===== config.mk =====
export PLATFORM = sky130hd
export DESIGN_NAME = display_inactivity_dimmer_top
export DESIGN_NICKNAME = d
export VERILOG_FILES = /design/src/rtl/did_pkg.sv /design/src/rtl/display_inactivity_dimmer_top.sv
export VERILOG_INCLUDE_DIRS = /design/src /design/src/rtl
export SDC_FILE = /design/constraint.sdc
export NUM_CORES = 1
export LEC_CHECK = 0
export ABC_AREA = 1
export BUFFER_PORTS_ARGS = -buffer_cell sky130_fd_sc_hd__buf_2
export CAP_MARGIN = 30
export CORE_MARGIN = 1
export CORE_UTILIZATION = 35
export DETAILED_ROUTE_END_ITERATION = 16
export PLACE_DENSITY = 0.49
export SETUP_SLACK_MARGIN = 0.5
export SYNTH_ARGS = -nofsm -noshare
export SYNTH_HDL_FRONTEND = slang
export SYNTH_SLANG_ARGS = --single-unit

===== constraint.sdc =====
create_clock -name i_clk -period 18 [get_ports i_clk]
set_input_delay 0.9 -clock i_clk [delete_from_list [all_inputs] [get_ports i_clk]]
set_output_delay 0.9 -clock i_clk [all_outputs]
set_load 0.02 [all_outputs]

===== src/rtl/display_inactivity_dimmer_top_macros.svh =====
// Assertion macros used by the display dimmer RTL
`ifndef DISPLAY_INACTIVITY_DIMMER_TOP_MACROS_SVH
`define DISPLAY_INACTIVITY_DIMMER_TOP_MACROS_SVH

`ifndef ASSERT_OFF

// Same-cycle implication, disabled during reset
`define DID_ASSERT_IMPLY(label, clk, rst_n, cond, expr) \
    label: assert property (@(posedge clk) disable iff (!(rst_n)) (cond) |-> (expr)) \
        else $error("display dimmer check failed");

// Next-cycle implication, disabled during reset
`define DID_ASSERT_NEXT(label, clk, rst_n, cond, expr) \
    label: assert property (@(posedge clk) disable iff (!(rst_n)) (cond) |=> (expr)) \
        else $error("display dimmer check failed");

`else

`define DID_ASSERT_IMPLY(label, clk, rst_n, cond, expr)
`define DID_ASSERT_NEXT(label, clk, rst_n, cond, expr)

`endif

`endif


===== src/rtl/did_pkg.sv =====
// Types and constants for the display inactivity dimmer
package did_pkg;

    localparam int TIME_BITS     = 32;
    localparam int NOW_BITS      = 32;
    localparam int PCT_BITS      = 7;
    localparam int SEC_BITS      = 16;
    localparam int REV_BITS      = 16;
    localparam int MS_PER_SECOND = 1000;
    // 65535 s * 1000 fits in 26 bits
    localparam int MS_BITS       = 26;
    localparam int CMP_BITS      = (TIME_BITS > MS_BITS) ? TIME_BITS : MS_BITS;
    localparam int CFG_ADDR_BITS = 3;
    localparam int CFG_DATA_BITS = 16;
    localparam int IN_DATA_BITS  = 40;
    localparam int OUT_DATA_BITS = 32;

    localparam logic [PCT_BITS-1:0] PCT_MAX = PCT_BITS'(100);

    typedef enum logic [1:0] {
        STAGE_FULL = 2'd0,
        STAGE_DIM  = 2'd1,
        STAGE_OFF  = 2'd2
    } t_stage;

    typedef enum logic [CFG_ADDR_BITS-1:0] {
        CFG_BATT_BRIGHT = 3'd0,
        CFG_USB_BRIGHT  = 3'd1,
        CFG_DIM_CAP     = 3'd2,
        CFG_DIM_SECS    = 3'd3,
        CFG_OFF_SECS    = 3'd4
    } t_cfg_addr;

    typedef struct packed {
        logic                 started;
        logic                 batt;
        t_stage               stage;
        logic [TIME_BITS-1:0] last;
        logic [PCT_BITS-1:0]  req;
        logic [PCT_BITS-1:0]  app;
        logic                 twf;
        logic [REV_BITS-1:0]  rev;
    } t_dim_state;

    // last member sits in the lowest bits
    typedef struct packed {
        logic [REV_BITS-1:0] count;
        logic                on_batt;
        logic                twf;
        logic [PCT_BITS-1:0] pct;
        t_stage              stage;
        logic                woke;
    } t_result;

endpackage


===== src/rtl/display_inactivity_dimmer_top.sv =====
// Display inactivity dimmer: battery/USB backlight staging per update tick
//
// Takes one update word per clock cycle, back to back, while the output side
// is not stalled. A word passes an input register, then the update logic
// writes the dimmer state and the result register together. The state
// feedback loop closes through the state register alone, which sets the
// one-word-per-cycle rate. Millisecond thresholds are computed when the
// second registers are written, keeping the tick path to a subtract and two
// compares. Write configuration only while no word is in flight.
`include "display_inactivity_dimmer_top_macros.svh"

module display_inactivity_dimmer_top import did_pkg::*; (
    input  logic                     i_clk,
    input  logic                     i_rst_n,
    // config write port
    input  logic                     i_cfg_wr_en,
    input  logic [CFG_ADDR_BITS-1:0] i_cfg_addr,
    input  logic [CFG_DATA_BITS-1:0] i_cfg_wdata,
    // update words
    input  logic                     s_axis_tvalid,
    output logic                     s_axis_tready,
    // now_ms[31:0], pmic_available[32], battery_present[33], vbus_present[34],
    // vbus_ok[35], user_activity[36], zero fill [39:37]
    input  logic [IN_DATA_BITS-1:0]  s_axis_tdata,
    // result words
    output logic                     m_axis_tvalid,
    input  logic                     m_axis_tready,
    // woke_from_activity[0], display_stage[2:1], backlight_percent[9:3],
    // touch_wake_only[10], on_battery[11], change_count[27:12], zero fill [31:28]
    output logic [OUT_DATA_BITS-1:0] m_axis_tdata
);

    // configuration
    logic [PCT_BITS-1:0] r_batt_bright;
    logic [PCT_BITS-1:0] r_usb_bright;
    logic [PCT_BITS-1:0] r_dim_cap;
    logic [MS_BITS-1:0]  r_dim_ms;
    logic [MS_BITS-1:0]  r_off_ms;

    // pipeline
    logic                    r_in_valid;
    logic [IN_DATA_BITS-1:0] r_in_data;
    logic                    r_out_valid;
    t_result                 r_out;
    t_dim_state              r_st;

    logic       w_adv;
    logic       w_fire;
    t_dim_state n_st;
    t_result    n_out;

    logic [PCT_BITS-1:0] w_wdata_pct;
    logic [PCT_BITS-1:0] w_sat_pct;
    logic [MS_BITS-1:0]  w_wdata_ms;

    // ---------------- update helpers ----------------
    function automatic logic [NOW_BITS-1:0] s_axis_data_now(logic [IN_DATA_BITS-1:0] d);
        return d[NOW_BITS-1:0];
    endfunction

    function automatic t_dim_state f_bump(t_dim_state s);
        s.rev = s.rev + REV_BITS'(1);
        return s;
    endfunction

    function automatic t_dim_state f_drive(t_dim_state s, logic [PCT_BITS-1:0] pct,
                                           logic force_wr);
        if (force_wr || (pct != s.req)) begin
            s.req = pct;
            if (s.app != pct) begin
                s.app = pct;
                s = f_bump(s);
            end
        end
        return s;
    endfunction

    function automatic t_dim_state f_full(t_dim_state s, logic force_wr,
                                          logic [PCT_BITS-1:0] bb, logic [PCT_BITS-1:0] ub);
        t_stage prev_stage;
        prev_stage = s.stage;
        s.stage    = STAGE_FULL;
        s          = f_drive(s, s.batt ? bb : ub, force_wr);
        if (prev_stage != STAGE_FULL) begin
            s = f_bump(s);
        end
        return s;
    endfunction

    function automatic t_dim_state f_wake(t_dim_state s, logic [TIME_BITS-1:0] now,
                                          logic [PCT_BITS-1:0] bb, logic [PCT_BITS-1:0] ub);
        s.last = now;
        s.twf  = 1'b0;
        return f_full(s, 1'b1, bb, ub);
    endfunction

    function automatic t_dim_state f_dim(t_dim_state s, logic [PCT_BITS-1:0] lvl);
        if (s.stage == STAGE_DIM) begin
            s = f_drive(s, lvl, 1'b0);
        end else begin
            s.stage = STAGE_DIM;
            s       = f_drive(s, lvl, 1'b1);
            s       = f_bump(s);
        end
        return s;
    endfunction

    function automatic t_dim_state f_off(t_dim_state s);
        if (s.stage != STAGE_OFF) begin
            s.stage = STAGE_OFF;
            s       = f_drive(s, '0, 1'b1);
            s.twf   = 1'b1;
            s       = f_bump(s);
        end
        return s;
    endfunction

    // ---------------- configuration ----------------
    assign w_wdata_pct = i_cfg_wdata[PCT_BITS-1:0];
    assign w_sat_pct   = (w_wdata_pct > PCT_MAX) ? PCT_MAX : w_wdata_pct;
    assign w_wdata_ms  = MS_BITS'(i_cfg_wdata) * MS_BITS'(MS_PER_SECOND);

    always_ff @(posedge i_clk) begin
        if (!i_rst_n) begin
            r_batt_bright <= PCT_MAX;
            r_usb_bright  <= PCT_MAX;
            r_dim_cap     <= PCT_BITS'(15);
            r_dim_ms      <= MS_BITS'(30 * MS_PER_SECOND);
            r_off_ms      <= MS_BITS'(60 * MS_PER_SECOND);
        end else if (i_cfg_wr_en) begin
            unique case (i_cfg_addr)
                CFG_BATT_BRIGHT: r_batt_bright <= w_sat_pct;
                CFG_USB_BRIGHT:  r_usb_bright  <= w_sat_pct;
                CFG_DIM_CAP:     r_dim_cap     <= w_sat_pct;
                CFG_DIM_SECS:    r_dim_ms      <= w_wdata_ms;
                CFG_OFF_SECS:    r_off_ms      <= w_wdata_ms;
                default: ;
            endcase
        end
    end

    // ---------------- handshake ----------------
    assign w_adv         = !r_out_valid || m_axis_tready;
    assign w_fire        = r_in_valid && w_adv;
    assign s_axis_tready = !r_in_valid || w_adv;
    assign m_axis_tvalid = r_out_valid;
    assign m_axis_tdata  = OUT_DATA_BITS'(r_out);

    // ---------------- tick update ----------------
    always_comb begin
        logic [TIME_BITS-1:0] now;
        logic                 batt;
        logic                 act;
        logic                 woke;
        logic [TIME_BITS-1:0] idle;
        logic [PCT_BITS-1:0]  dim_lvl;
        t_dim_state           s;

        now     = TIME_BITS'(s_axis_data_now(r_in_data));
        batt    = r_in_data[32] && r_in_data[33] && !r_in_data[34] && !r_in_data[35];
        act     = r_in_data[36];
        woke    = 1'b0;
        idle    = '0;
        dim_lvl = (r_batt_bright < r_dim_cap) ? r_batt_bright : r_dim_cap;
        s       = r_st;

        // first tick sets everything up
        if (!s.started) begin
            s.batt    = batt;
            s.last    = now;
            s.started = 1'b1;
            s.stage   = STAGE_FULL;
            s.app     = '0;
            s.rev     = '0;
            s.twf     = 1'b0;
            s         = f_full(s, 1'b1, r_batt_bright, r_usb_bright);
        end

        // supply change: both directions restore full brightness
        if (batt != s.batt) begin
            s.batt = batt;
            s      = f_wake(s, now, r_batt_bright, r_usb_bright);
            s      = f_bump(s);
        end

        if (!s.batt) begin
            if (s.stage != STAGE_FULL) begin
                s = f_wake(s, now, r_batt_bright, r_usb_bright);
            end
            s = f_full(s, 1'b0, r_batt_bright, r_usb_bright);
        end else begin
            if (act) begin
                s.last = now;
                if (s.stage == STAGE_OFF) begin
                    woke = 1'b1;
                    s    = f_wake(s, now, r_batt_bright, r_usb_bright);
                end else if (s.stage == STAGE_DIM) begin
                    s = f_full(s, 1'b1, r_batt_bright, r_usb_bright);
                end
            end
            if (s.stage != STAGE_OFF) begin
                idle = now - s.last;
                if ((r_off_ms != '0) && (CMP_BITS'(idle) >= CMP_BITS'(r_off_ms))) begin
                    s = f_off(s);
                end else if (CMP_BITS'(idle) >= CMP_BITS'(r_dim_ms)) begin
                    s = f_dim(s, dim_lvl);
                end else begin
                    s = f_full(s, 1'b0, r_batt_bright, r_usb_bright);
                end
            end
        end

        n_st          = s;
        n_out.woke    = woke;
        n_out.stage   = s.stage;
        n_out.pct     = s.app;
        n_out.twf     = s.twf;
        n_out.on_batt = s.batt;
        n_out.count   = s.rev;
    end

    // ---------------- registers ----------------
    always_ff @(posedge i_clk) begin
        if (!i_rst_n) begin
            r_in_valid  <= 1'b0;
            r_out_valid <= 1'b0;
            r_st.started <= 1'b0;
            r_st.batt    <= 1'b0;
            r_st.stage   <= STAGE_FULL;
            r_st.last    <= '0;
            r_st.req     <= '0;
            r_st.app     <= '0;
            r_st.twf     <= 1'b0;
            r_st.rev     <= '0;
        end else begin
            if (s_axis_tready) begin
                r_in_valid <= s_axis_tvalid;
            end
            if (w_adv) begin
                r_out_valid <= r_in_valid;
            end
            if (w_fire) begin
                r_st.started <= n_st.started;
                r_st.batt    <= n_st.batt;
                r_st.stage   <= n_st.stage;
                r_st.last    <= n_st.last;
                r_st.req     <= n_st.req;
                r_st.app     <= n_st.app;
                r_st.twf     <= n_st.twf;
                r_st.rev     <= n_st.rev;
            end
        end
    end

    // payload: qualified by the valid flags, no reset needed
    always_ff @(posedge i_clk) begin
        if (s_axis_tvalid && s_axis_tready) begin
            r_in_data <= s_axis_tdata;
        end
        if (w_fire) begin
            r_out <= n_out;
        end
    end

    // ---------------- checks ----------------
    `DID_ASSERT_IMPLY(a_off_is_blank, i_clk, i_rst_n,
        r_out_valid && (r_out.stage == STAGE_OFF), (r_out.pct == '0) && r_out.twf)
    `DID_ASSERT_IMPLY(a_usb_full, i_clk, i_rst_n,
        r_out_valid && !r_out.on_batt, (r_out.stage == STAGE_FULL) && !r_out.twf)
    `DID_ASSERT_IMPLY(a_wake_lit, i_clk, i_rst_n,
        r_out_valid && r_out.woke, r_out.on_batt && (r_out.stage != STAGE_OFF))
    `DID_ASSERT_NEXT(a_state_moves_with_result, i_clk, i_rst_n,
        !w_fire && r_st.started, $stable(r_st.rev) && $stable(r_st.stage))

endmodule


# After elaboration in Yosys (flattened, before gate mapping)
# Index checks and enable logic that the tools add are counted.
[totals]
reg_bits = 201
latchBits = 0
mem_bits_rw = 0
romBits = 0
inputBits = 64
out_inout_bits = 34
word_cells = 146
n_memories = 0
[op_classes]
add_sub_neg = 14
multipliers = 1
n_div = 0
magnitude_cmp = 4
n_eq_ne = 17
shifts = 0
n_mux = 62
bitwise_logic = 0
reduce_logical = 26
[ops]
columns = ["op", "count"]
rows = [
  ["67-bit two-way mux", 36],
  ["24-bit two-way mux", 10],
  ["16-bit by 1-bit adder with 16-bit output (second input constant)", 13],
  ["31-bit two-way mux", 3],
  ["16-bit two-way mux", 5],
  ["66-bit two-way mux", 1],
  ["32-bit by 26-bit greater-or-equal comparator with 1-bit output", 2],
  ["7-bit != test", 8],
  ["7-bit two-way mux", 6],
  ["32-bit subtractor", 1],
  ["26-bit nonzero test", 1],
  ["16-bit by 7-bit multiplier with 23-bit output (second input constant)", 1],
  ["7-bit nonzero test", 2],
  ["2-bit AND reduction", 6],
  ["2-bit nonzero test", 4],
  ["7-bit > comparator (second input constant)", 1],
  ["7-bit less-than comparator", 1],
  ["3-bit by 2-bit == test with 1-bit output (second input constant)", 2],
  ["1-bit logical AND", 6],
  ["2-bit by 1-bit == test with 1-bit output (second input constant)", 2],
  ["1-bit zero test", 4],
  ["3-bit by 1-bit == test with 1-bit output (second input constant)", 1],
  ["3-bit == test (second input constant)", 1],
  ["3-bit zero test", 1],
  ["other kinds (5)", 6],
]

# Depth between registers and ports, before layout
[depth]
depth_word = 42
ltp_mapped = 59
ltp_nobuf = 58

# Least setup slack after synthesis
# OpenSTA, ideal clock, no wires.
[synth_path]
path_kind = "flip-flop to flip-flop"
start = "reg r_in_data[35]"
end = "reg r_out (netlist bit m_axis_tdata[24]), data pin"
setup_ns = 0.253
arrival_time_ns = 6.421
t_required_ns = 17.747
slack_ns = 11.325
path_stages_with_launch = 45
n_path_buf = 4
period_less_slack_ns = 6.675
path_cell_list = "edfxtp_1 -> nor2_4 -> nand2_4 -> buf_8 -> inv_12 -> nand2_4 -> nand2_4 -> nand2_4 -> inv_1 -> clkbuf_1 -> clkbuf_1 -> o21ai_0 -> nand2_1 -> o21ai_0 -> ha_1 -> fa_1 -> o21ai_1 -> a21oi_1 -> [9 not listed] -> a21oi_1 -> o21ai_0 -> xor2_1 -> ha_1 -> nand4_1 -> nor4_1 -> a221oi_1 -> nand2_1 -> nor2_1 -> nand2_1 -> clkbuf_1 -> o21ai_0 -> nor2_1 -> nand2_1 -> nand3_1 -> nand3_1 -> nand2_1 -> nand2_1"
[synth_lines]
columns = ["item", "line", "rtl"]
rows = [
  ["from (decl)", "display_inactivity_dimmer_top.sv:42", "logic [IN_DATA_BITS-1:0] r_in_data;"],
  ["from (signal assigned)", "display_inactivity_dimmer_top.sv:258", "r_in_data <= s_axis_tdata;"],
  ["to (signal assigned)", "display_inactivity_dimmer_top.sv:261", "r_out <= n_out;"],
  ["to (decl)", "display_inactivity_dimmer_top.sv:44", "t_result r_out;"],
]

==> impl_metrics.toml <==
[worst_hold_path]
holdCritPathClass = "reg -> reg"

[clock_network]
htree_levels = 1
numCtsBuffers = 26
cts.clk_slew.worst_paths_ns = 0.06
insertion_delay_ns = 0.59
cts_setup_buffers = 0
cts_tree = "done"
clockRootBuffer = "clkbuf_16"
post_cts_resized = 0
clock_sinks = 201
postCtsHoldBufs = 0
clockBufferDepth = 3

[die]
fp.dieH_um = 249
fp.dieW_um = 249
rows = 90
start_util = 0.353
die_area_um2 = 61800
coreArea_um2 = 60200
pin_count = 98

[setup_path]
cp.arrival_ns = 9.83
slowest_delay_ns = 0.60
cp_slowest_cell = "buf_4"
r2r_slack_ns = 8.47
required_ns = 18.31
path_class = "reg -> reg"
worst_setup_path_end_kind = "flop"
path_common_cell = "nand2_1"
startpoint_type = "flop"
cp_max_fo = 70

[routing]
wl_met1_mm = 29.0
first_pass_iters = 5
postRouteAntennaNets = 0
routed_via_density = 5.22
drc = 0
wl_met3_mm = 2.14
wl_mm = 69.0
met2_length_mm = 35.9
top_layer = "met4"
dr_total_vias = 21300
wl_per_cell_um = 16.9
dr.first_iter.drc_count = 1113

[synth]
synth.yosys.seq_area_share = 0.220
ys_seq_elements = 201
avgSynthCellArea_um2 = 6.55
netlist_instances = 3249
synthDistinctLibCells = 71
netlist_area_um2 = 21300
yosysWarningCount = 0

[global_routing]
grt.overflow.total = 0
antenna_found_initial = 0
grt_pass1_vias = 20700
grt_first_pass_wirelength_mm = 110
grt_start_max_net_pins = 85
grt_usage = 0.220

[sta]
hold_ws_ns = 0.468
rsz0062_at_grt = "false"
hold_violations = 0
fmax_mhz = 105
setup_violations = 0
tightest_slew_ns = 1.00
fin_tns_setup_ns = 0
min_period_ns = 9.53
finClkSkew_ns = 0.0275
slew_headroom = 0.330
slew_violations = 0
finalCritPeriodShare = 0.529

[cells_and_area]
drive_above_1_share = 0.102
area_growth_pct = 9.57
fill_cells = 6431
final_common_cell = "nand2_1"
fin_util = 0.387
nets = 3548
layout_common_cells = "822 x nand2_1, 416 x inv_1, 278 x o21ai_0"
diodes = 0

[placement]
hpwlAfterDp_mm = 53.1
io_buffers = 90
gp_congestion = 0.867

[power]
peakVddDrop_uv = 103
p_leak_nw = 10.9
total_power_mw = 1.97
power.density_nw_per_um2 = 84.2

[outcome]
outcome = "complete, no violations"

[flow_run]
maxCapViolations = 0
through the flow:
stage	std cells	setup slack [ns]	cell area (um2)
after floorplan	3252	11.33	21300
after global placement	4031	8.40	22400
after detailed placement	4033	8.40	22400
after CTS	4080	8.36	23300
after global routing	4080	7.69	23300
final	4080	8.47	23300
final cells by class:
type,count,area (um2),share of cell area
clock inverter,12,128,0.00547
multi-input combinational,2481,14400,0.617
tap,782,978,0.0419
inverter,453,1720,0.0737
clock buffer,35,757,0.0324
sequential,201,4670,0.200
timing repair buffer,116,686,0.0294
critical path: cells and delay by family (launching register included):
family,cells,cell delay [ns]
compound gates,16,3.11
xor+xnor,1,0.43
fa+ha+maj,3,0.84
buf+inv,6,1.77
flops,1,0.41
simple gates,16,2.60
cell usage after synthesis, drive strengths merged:
library cell,count,area share
a22oi,2,0.00070
o2111ai,5,0.0021
a21oi,180,0.044
nand4,41,0.012
edfxtp,65,0.092
o21bai,12,0.0042
nand3,221,0.054
nand3b,8,0.0028
dfxtp,136,0.13
a211oi,8,0.0028
a221oi,22,0.0090
nor2,267,0.052
o21a,7,0.0025
maj3,1,0.00047
o211ai,50,0.018
nor3,24,0.0061
a311o,1,0.00047
o31ai,1,0.00035
o311ai,2,0.00082
nor4,12,0.0045
xor2,83,0.034
mux2i,1,0.00065
a31oi,32,0.0094
o2bb2ai,1,0.00041
o211a,1,0.00047
ha,150,0.088
a21o,2,0.00070
a21boi,6,0.0025
o21ai,327,0.079
a31o,3,0.0012
fa,55,0.052
clkinv,8,0.0016
buf,41,0.013
conb,1,0.00018
clkbuf,76,0.014
or2,27,0.0079
and3,1,0.00029
o221ai,9,0.0037
xnor2,22,0.0090
o22ai,15,0.0044
a32oi,1,0.00041
a2111oi,1,0.00041
inv,445,0.079
nand2,876,0.16
layer usage:
metal  track usage  up-vias
li1              -    10800
met1         0.258     9980
met2         0.422      402
met3        0.0196      105
met4        0.0637        0
met5             0        -
worst paths after layout:
path                      start               end  depth (start not counted)
hold / removal      r_dim_ms[6]       r_dim_ms[6]                          2
setup / recovery  r_in_data[35]  m_axis_tdata[12]                         42
hold reg to reg     r_dim_ms[6]       r_dim_ms[6]                          2
setup reg to reg  r_in_data[35]  m_axis_tdata[12]                         42
flip-flops by register name (all words and copies together), names as in the netlist, 7 cells and up:
name	cells
r_dim_cap	7
r_st	67
r_dim_ms	23
r_batt_bright	7
m_axis_tdata	28
r_in_data	37
r_off_ms	23
r_usb_bright	7
power breakdown:
group | switching [mW] | internal, mW
sequential | 0.0154 | 0.496
clock | 0.229 | 0.313
combinational | 0.594 | 0.319
cells by family after synthesis:
family                     count (synthesis)  share of synthesized area
AOI/OAI and AO/OA                        688                      0.187
xor gates and xnor gates                 105                     0.0435
adders and majority gates                206                      0.140
buffers and inverters                    570                      0.107
DFF                                      201                      0.220
muxes                                      1                   0.000646
other                                      1                   0.000176
and+or+nand+nor                         1477                      0.302
Note: power is estimated with default switching activity, not from simulation.
